**src/hdl/clsr_pkg.sv**
```systemverilog
`default_nettype none

package clsr_pkg;

	// Field widths of the input and output transfers
	localparam int unsigned OPCODE_W = 2;
	localparam int unsigned ROW_W    = 1;
	localparam int unsigned COLUMN_W = 4;
	localparam int unsigned CHAR_W   = 8;
	localparam int unsigned BYTE_W   = 8;

	// Geometry defaults and limits
	localparam int unsigned CLSR_ROWS    = 2;
	localparam int unsigned CLSR_COLUMNS = 16;
	localparam int unsigned SCAN_ROW_W   = 2;   // holds row index up to 3

	// Opcodes
	localparam logic [OPCODE_W-1:0] OP_WRITE   = 2'd0;
	localparam logic [OPCODE_W-1:0] OP_CLEAR   = 2'd1;
	localparam logic [OPCODE_W-1:0] OP_REFRESH = 2'd2;

	// HD44780-style set-DDRAM-address command
	localparam logic [BYTE_W-1:0] DDRAM_BASE = 8'h80;

endpackage

`default_nettype wire

```
**src/hdl/clsr_in_if.sv**
```systemverilog
`default_nettype none

interface clsr_in_if
	import clsr_pkg::*;
();
	logic                valid;
	logic                ready;
	logic [OPCODE_W-1:0] opcode;
	logic [ROW_W-1:0]    row;
	logic [COLUMN_W-1:0] column;
	logic [CHAR_W-1:0]   character;

	modport source (output valid, opcode, row, column, character, input ready);
	modport sink   (input valid, opcode, row, column, character, output ready);
endinterface

`default_nettype wire

```
**src/hdl/clsr_out_if.sv**
```systemverilog
`default_nettype none

interface clsr_out_if
	import clsr_pkg::*;
();
	logic              valid;
	logic              ready;
	logic              is_data;
	logic [BYTE_W-1:0] lcd_byte;
	logic              last;

	modport source (output valid, is_data, lcd_byte, last, input ready);
	modport sink   (input valid, is_data, lcd_byte, last, output ready);
endinterface

`default_nettype wire

```
**src/hdl/char_lcd_shadow_refresh_top.sv**
```systemverilog
// Write cell / clear row: one transfer per cycle while idle (not refreshing),
// done in the cycle it is taken. Refresh: each cell is read and compared; a
// changed cell sends the held data byte of the previous change, if any, then
// its own set-address command; if any cell changed, a final data byte marked
// last closes the pass. Output stalls hold the scan.
// Reset (arst_n low, asynchronous) clears the per-cell valid bits, so both stores
// read as zero at once; no clearing pass.
`default_nettype none

module char_lcd_shadow_refresh_top
	import clsr_pkg::*;
#(
	parameter int unsigned ROWS    = CLSR_ROWS,
	parameter int unsigned COLUMNS = CLSR_COLUMNS
) (
	input  wire         clk,
	input  wire         arst_n,
	clsr_in_if.sink     item,
	clsr_out_if.source  pair
);

	localparam int unsigned CELLS = ROWS * COLUMNS;
	localparam int unsigned IDX_W = $clog2(CELLS);
	localparam int unsigned COL_W = $clog2(COLUMNS);

	typedef enum logic [2:0] {
		S_IDLE,   // accepting transfers
		S_READ,   // issue memory read of current cell
		S_CMP,    // compare frame vs shadow
		S_PDATA,  // send held data byte of previous changed cell
		S_CMD,    // send set-address command of current cell
		S_FLUSH   // send final data byte (if any), marked last
	} state_t;

	state_t state_q;

	// Cell memories: frame store and panel shadow, each with per-cell valid bits
	logic [CHAR_W-1:0] screen_mem [CELLS];
	logic [CHAR_W-1:0] shown_mem  [CELLS];
	logic [CELLS-1:0]  screen_vld_q;
	logic [CELLS-1:0]  shown_vld_q;
	logic [CHAR_W-1:0] screen_rd_q;
	logic [CHAR_W-1:0] shown_rd_q;

	// Scan position
	logic [IDX_W-1:0]      idx_q;
	logic [SCAN_ROW_W-1:0] row_q;
	logic [COL_W-1:0]      col_q;

	// Held bytes: pending data byte of the previous change, current change
	logic              pend_q;
	logic [CHAR_W-1:0] pend_ch_q;
	logic [CHAR_W-1:0] cur_ch_q;
	logic [BYTE_W-1:0] addr_q;

	// Output register
	logic              out_vld_q;
	logic              out_is_data_q;
	logic [BYTE_W-1:0] out_byte_q;
	logic              out_last_q;

	logic              acc;
	logic              wr_ok;
	logic [IDX_W-1:0]  wr_idx;
	logic [CHAR_W-1:0] scr_val;
	logic [CHAR_W-1:0] shw_val;
	logic              cell_diff;
	logic              last_cell;
	logic              can_load;
	logic              load_out;
	logic [BYTE_W-1:0] cell_addr;

	assign item.ready = (state_q == S_IDLE);
	assign acc        = item.valid && item.ready;

	assign wr_ok  = (int'(item.row) < ROWS) && (int'(item.column) < COLUMNS);
	assign wr_idx = IDX_W'(int'(item.row) * COLUMNS + int'(item.column));

	// Invalid entries read as zero
	assign scr_val   = screen_vld_q[idx_q] ? screen_rd_q : '0;
	assign shw_val   = shown_vld_q[idx_q]  ? shown_rd_q  : '0;
	assign cell_diff = (scr_val != shw_val);

	assign last_cell = (row_q == SCAN_ROW_W'(ROWS - 1)) && (col_q == COL_W'(COLUMNS - 1));
	assign can_load  = !out_vld_q || pair.ready;

	// Output register takes a new byte pair this cycle
	assign load_out = can_load && ((state_q == S_PDATA) || (state_q == S_CMD) ||
		(state_q == S_FLUSH && pend_q));

	// 0x80 + 0x40*row + column, wrapping mod 256
	assign cell_addr = BYTE_W'(DDRAM_BASE + {row_q, 6'd0} + BYTE_W'(col_q));

	assign pair.valid    = out_vld_q;
	assign pair.is_data  = out_is_data_q;
	assign pair.lcd_byte = out_byte_q;
	assign pair.last     = out_last_q;

	// Memory ports: synchronous write, registered read
	always_ff @(posedge clk) begin
		if (acc && item.opcode == OP_WRITE && wr_ok) begin
			screen_mem[wr_idx] <= item.character;
		end
		if (state_q == S_CMP && cell_diff) begin
			shown_mem[idx_q] <= scr_val;
		end
		screen_rd_q <= screen_mem[idx_q];
		shown_rd_q  <= shown_mem[idx_q];
	end

	// Valid bits: write marks a frame cell, clear drops a whole frame row back to zero, a changed cell marks the shadow
	always_ff @(posedge clk or negedge arst_n) begin
		if (!arst_n) begin
			screen_vld_q <= '0;
			shown_vld_q  <= '0;
		end else begin
			if (acc && item.opcode == OP_WRITE && wr_ok) begin
				screen_vld_q[wr_idx] <= 1'b1;
			end
			if (acc && item.opcode == OP_CLEAR) begin
				for (int i = 0; i < CELLS; i++) begin
					if (i / COLUMNS == int'(item.row)) begin
						screen_vld_q[i] <= 1'b0;
					end
				end
			end
			if (state_q == S_CMP && cell_diff) begin
				shown_vld_q[idx_q] <= 1'b1;
			end
		end
	end

	// Scan sequencer and output register
	always_ff @(posedge clk or negedge arst_n) begin
		if (!arst_n) begin
			state_q       <= S_IDLE;
			idx_q         <= '0;
			row_q         <= '0;
			col_q         <= '0;
			pend_q        <= 1'b0;
			pend_ch_q     <= '0;
			cur_ch_q      <= '0;
			addr_q        <= '0;
			out_vld_q     <= 1'b0;
			out_is_data_q <= 1'b0;
			out_byte_q    <= '0;
			out_last_q    <= 1'b0;
		end else begin
			if (load_out) begin
				out_vld_q <= 1'b1;
			end else if (pair.ready) begin
				out_vld_q <= 1'b0;
			end
			unique case (state_q)
				S_IDLE: begin
					if (acc && item.opcode == OP_REFRESH) begin
						idx_q   <= '0;
						row_q   <= '0;
						col_q   <= '0;
						pend_q  <= 1'b0;
						state_q <= S_READ;
					end
				end
				S_READ: begin
					state_q <= S_CMP;
				end
				S_CMP: begin
					if (cell_diff) begin
						cur_ch_q <= scr_val;
						addr_q   <= cell_addr;
						state_q  <= pend_q ? S_PDATA : S_CMD;
					end else if (last_cell) begin
						state_q <= S_FLUSH;
					end else begin
						idx_q   <= idx_q + 1'b1;
						if (col_q == COL_W'(COLUMNS - 1)) begin
							col_q <= '0;
							row_q <= row_q + 1'b1;
						end else begin
							col_q <= col_q + 1'b1;
						end
						state_q <= S_READ;
					end
				end
				S_PDATA: begin
					if (can_load) begin
						out_is_data_q <= 1'b1;
						out_byte_q    <= pend_ch_q;
						out_last_q    <= 1'b0;
						state_q       <= S_CMD;
					end
				end
				S_CMD: begin
					if (can_load) begin
						out_is_data_q <= 1'b0;
						out_byte_q    <= addr_q;
						out_last_q    <= 1'b0;
						pend_q        <= 1'b1;
						pend_ch_q     <= cur_ch_q;
						if (last_cell) begin
							state_q <= S_FLUSH;
						end else begin
							idx_q <= idx_q + 1'b1;
							if (col_q == COL_W'(COLUMNS - 1)) begin
								col_q <= '0;
								row_q <= row_q + 1'b1;
							end else begin
								col_q <= col_q + 1'b1;
							end
							state_q <= S_READ;
						end
					end
				end
				S_FLUSH: begin
					if (!pend_q) begin
						state_q <= S_IDLE;
					end else if (can_load) begin
						out_is_data_q <= 1'b1;
						out_byte_q    <= pend_ch_q;
						out_last_q    <= 1'b1;
						pend_q        <= 1'b0;
						state_q       <= S_IDLE;
					end
				end
				default: begin
					state_q <= S_IDLE;
				end
			endcase
		end
	end

endmodule

`default_nettype wire

```
**src/flat_wrapper.sv**
```systemverilog
// flat-port wrapper written by rule: the top's interface ports become plain ports
module char_lcd_shadow_refresh_top_flat import clsr_pkg::*;
#(
	parameter int unsigned ROWS    = CLSR_ROWS,
	parameter int unsigned COLUMNS = CLSR_COLUMNS
)
  (clk, arst_n, item_valid, item_opcode, item_row, item_column, item_character, item_ready, pair_valid, pair_is_data, pair_lcd_byte, pair_last, pair_ready);
  clsr_in_if item_i ();
  clsr_out_if pair_i ();
  input  wire clk;
  input  wire arst_n;
  input wire logic [$bits(item_i.valid)-1:0] item_valid;
  input wire logic [$bits(item_i.opcode)-1:0] item_opcode;
  input wire logic [$bits(item_i.row)-1:0] item_row;
  input wire logic [$bits(item_i.column)-1:0] item_column;
  input wire logic [$bits(item_i.character)-1:0] item_character;
  output wire logic [$bits(item_i.ready)-1:0] item_ready;
  output wire logic [$bits(pair_i.valid)-1:0] pair_valid;
  output wire logic [$bits(pair_i.is_data)-1:0] pair_is_data;
  output wire logic [$bits(pair_i.lcd_byte)-1:0] pair_lcd_byte;
  output wire logic [$bits(pair_i.last)-1:0] pair_last;
  input wire logic [$bits(pair_i.ready)-1:0] pair_ready;
  assign item_i.valid = item_valid;
  assign item_i.opcode = item_opcode;
  assign item_i.row = item_row;
  assign item_i.column = item_column;
  assign item_i.character = item_character;
  assign item_ready = item_i.ready;
  assign pair_valid = pair_i.valid;
  assign pair_is_data = pair_i.is_data;
  assign pair_lcd_byte = pair_i.lcd_byte;
  assign pair_last = pair_i.last;
  assign pair_i.ready = pair_ready;
  char_lcd_shadow_refresh_top #(.ROWS(ROWS), .COLUMNS(COLUMNS)) u_core (.clk(clk), .arst_n(arst_n), .item(item_i), .pair(pair_i));
endmodule
```
**config.mk**
```make
export PLATFORM = sky130hd
export DESIGN_NAME = char_lcd_shadow_refresh_top_flat
export DESIGN_NICKNAME = d
export VERILOG_FILES = /design/src/hdl/clsr_pkg.sv /design/src/hdl/clsr_in_if.sv /design/src/hdl/clsr_out_if.sv /design/src/hdl/char_lcd_shadow_refresh_top.sv /design/src/flat_wrapper.sv
export SDC_FILE = /design/constraint.sdc
export NUM_CORES = 1
export LEC_CHECK = 0
export BUFFER_PORTS_ARGS = -buffer_cell sky130_fd_sc_hd__buf_2
export CAP_MARGIN = 25
export CORE_MARGIN = 10
export CORE_UTILIZATION = 50
export CTS_CLUSTER_DIAMETER = 150
export DETAILED_ROUTE_END_ITERATION = 6
export GPL_ROUTABILITY_DRIVEN = 0
export PLACE_DENSITY = 0.67
export SLEW_MARGIN = 10
export SYNTH_ARGS = -nofsm -noshare
export SYNTH_HDL_FRONTEND = slang
export SYNTH_SLANG_ARGS = --single-unit
```
**constraint.sdc**
```tcl
create_clock -name clk -period 5.7 [get_ports clk]
set_input_delay 0.855 -clock clk [delete_from_list [all_inputs] [get_ports clk]]
set_output_delay 0.855 -clock clk [all_outputs]
set_load 0.005 [all_outputs]
```
==> impl_results.md <==
- Run status: finished, final reports clean
- FP Rows: 81
- Largest family of logic cells by synthesized area: multiplexers
- Syn Inst Count: 1339
- P&R area growth vs syn: 12.4%
- Worst-path maximum fanout: 18
- Total Die Area: 0.0594 mm^2
- Post-synth top area share: 0.614
- Crit Path Class: reg -> reg
- FF+latch count, synth: 640
- Io pins: 31
- Clock sinks: 640
- Total number of vias: 12900
- Post-synth top area cell: edfxtp_1
- Register area share after synthesis: 0.739
- First-pass GRT wire length: 85900 um
- Die Ht: 244 um
- Max-Cap Viols: 0
- Post-synthesis mux area share: 0.145
- Die W: 244 um
- I/O Buffers: 30
- Synth cell types: 56
- Fin. max-slew vios: 0
- Setup WS pre-CTS: 0.904 ns
- Hold_buf cts: 0
- GRT Overall Usage: 0.192
- Worst setup EP type: flop
- XOR/XNOR share of the synthesized area: 0.00140
- Hpwl dp: 35100 um
- Worst vdd ir: 0.000319 V
- CTS tree: built
- Simple logic cell fraction of the synthesized area: 0.0420
- Largest cells by area after synthesis: edfxtp_1 (61%), mux4_2 (12%), dfrtp_1 (11%)
- Iteration-0 DRC Markers: 1229
- CP bufs+invs: 2
- Crit path time final: 4.82 ns
- Largest net degree at the start of global routing: 62
- Setup-failing EPs final: 0
- Vias in the first global route: 13000
- Yosys synthesis warning count: 0
- H-Tree Depth: 2
- Slowest CP cell: o22a_1
- Avg Inst Size Synth: 18.7 um^2
- Post-DRT Antenna Nets: 0
- Clock tree buffer depth: 3
- Critical path required time: 5.95 ns
- Drt pass-1 iters: 5
- Total Wirelength: 57100 um
- Tcrit/Tclk final: 0.845
- Asr flop ratio synth: 0.175
- Most frequent cell after synthesis: edfxtp_1
- Worst setup SP type: flop
- Max transition margin: 0.277
- Wire per inst: 27.2 um
- Compound-Gate Fraction of Synth Area: 0.0563
- Clock slew at reported path FFs: 0.06 ns
- Clk root buf: clkbuf_16
- WP data arrival: 5.07 ns
- Setup Buffers After CTS: 0
- Static Leak: 9.44 nW
- Via/cell ratio: 6.15
- CTS resizes: 0
- RSZ-0062 raised after global routing: false
- Setup ws final: 0.884 ns
- Syn_nets: 1364
- Fin Setup TNS: 0 ns
- Core area: 0.0493 mm^2
- Clk Latency, worst-skew pair: 0.63 ns
- Nets: 1410
- PwrDens: 472 mW/mm^2
- Initial core utilization: 0.508
- Netlist Area Pre-Place: 0.0250 mm^2
- Final non-filler cell total: 2100
- Synth cell count leaders: edfxtp_1 (512), mux4_2 (132), dfrtp_1 (112)
- Fin util: 0.572
- Worst path cell trace: or3b_1, o22ai_1, nor4_1, o22a_1, or3_1, a22oi_2, a211oi_2, buf_4, nand2_1, buf_4, nor2_1
- Grt total ovfl: 0
- Fraction of layout instances using a drive strength above 1: 0.237
- Number of flops mapped to enable cells by yosys: 512
- Cts bufs inserted: 59
- Hold Path Class: in -> async
- Ys flop type: edfxtp_1
- Top Family by Delay on Critical Path: simple AND/OR/NAND/NOR gates
- Cell mode on critical path: buf_4
- Initial antenna violation count: 0
- Residual DRC: 0
- Crit path largest cell delay: 0.83 ns
- Skew final: 0.0257 ns
- Post-synthesis adder-cell area fraction: 0.00300
- Inst Count DP: 1977
- Ant. Diodes: 0
- Worst-Margin Slew: 1.08 ns
- FMAX: 0.208 GHz
- Final hold vios: 0
-- power by group --
part	internal (mW)	leakage (nW)	switching (mW)	total, mW
Clock	2.33	0.977	1.74	4.06
Sequential	5.60	6.29	0.357	5.96
Combinational	1.43	2.18	1.84	3.27
-- metal layers --
metal  vias up  track usage  part of all wire
li1       5502            -                 -
met1      6776        0.272              0.43
met2       553        0.300              0.48
met3        92       0.0377             0.076
met4         0       0.0552             0.022
met5         -            0                 0
-- layout make-up --
type                       count  area [um^2]
fill                        3679        21100
inverter                       9         33.8
clock inverter                41          394
sequential                   640        18500
multi-input combinational    616         6280
tap                          664          831
clock buffer                  71         1640
timing repair buffer          59          474
-- final timing paths --
| path | slack (ns) | end | cells past startpoint | from |
|---|---|---|---|---|
| worst max register to register | 0.88 | u_core.shown_mem[16][6] | 11 | u_core.idx_q[2] |
| max in group asynchronous | 4.19 | u_core.shown_vld_q[12] | 2 | arst_n |
| worst max-delay path | 0.88 | u_core.shown_mem[16][6] | 11 | u_core.idx_q[2] |
| min in group clk | 0.48 | u_core.shown_vld_q[20] | 1 | u_core.shown_vld_q[20] |
| worst min-delay path | 0.27 | u_core.state_q[1] | 1 | arst_n |
| worst min register to register | 0.48 | u_core.shown_vld_q[20] | 1 | u_core.shown_vld_q[20] |
-- cell usage in the layout (no fill, tap or decap), drive strengths merged, types with 10 or more instances in the layout --
cell type    n
a22oi       63
buf         59
clkbuf      71
clkinv      23
clkinvlp    10
dfrtp      112
dfxtp       16
edfxtp     512
inv         11
mux2        23
mux2i       39
mux4       132
nand2       42
nand2b      11
nand4       14
nor2        90
nor2b       14
o21a        33
o21ai       16
o21bai      32
o22ai       12
-- per-stage QoR --
step	cell area, um^2	hold slack [ns]	total power [mW]
final	28200	0.271	13.3
after detailed placement	26000	0.457	9.25
after CTS	28000	0.269	13.3
after global routing	28200	0.305	13.8
after global placement	25900	0.458	9.20
after floorplan	25000	0.438	8.13
-- kinds of logic after synthesis --
logic type      after synthesis
flops                       640
fa+ha+maj                     6
buf+inv                      83
compound gates              191
simple gates                221
mux                         194
xor+xnor                      4
-- sequential cells by signal, summed over array words and instances, names as in the netlist, 5 cells and up --
signal                flops
u_core.idx_q              5
u_core.pair.lcd_byte      8
u_core.shown_rd_q         8
u_core.shown_vld_q       32
u_core.screen_mem       256
u_core.cur_ch_q           8
u_core.screen_vld_q      32
u_core.shown_mem        256
u_core.screen_rd_q        8
u_core.pend_ch_q          8
u_core.addr_q             6
Power figures use the tool's default switching activity.
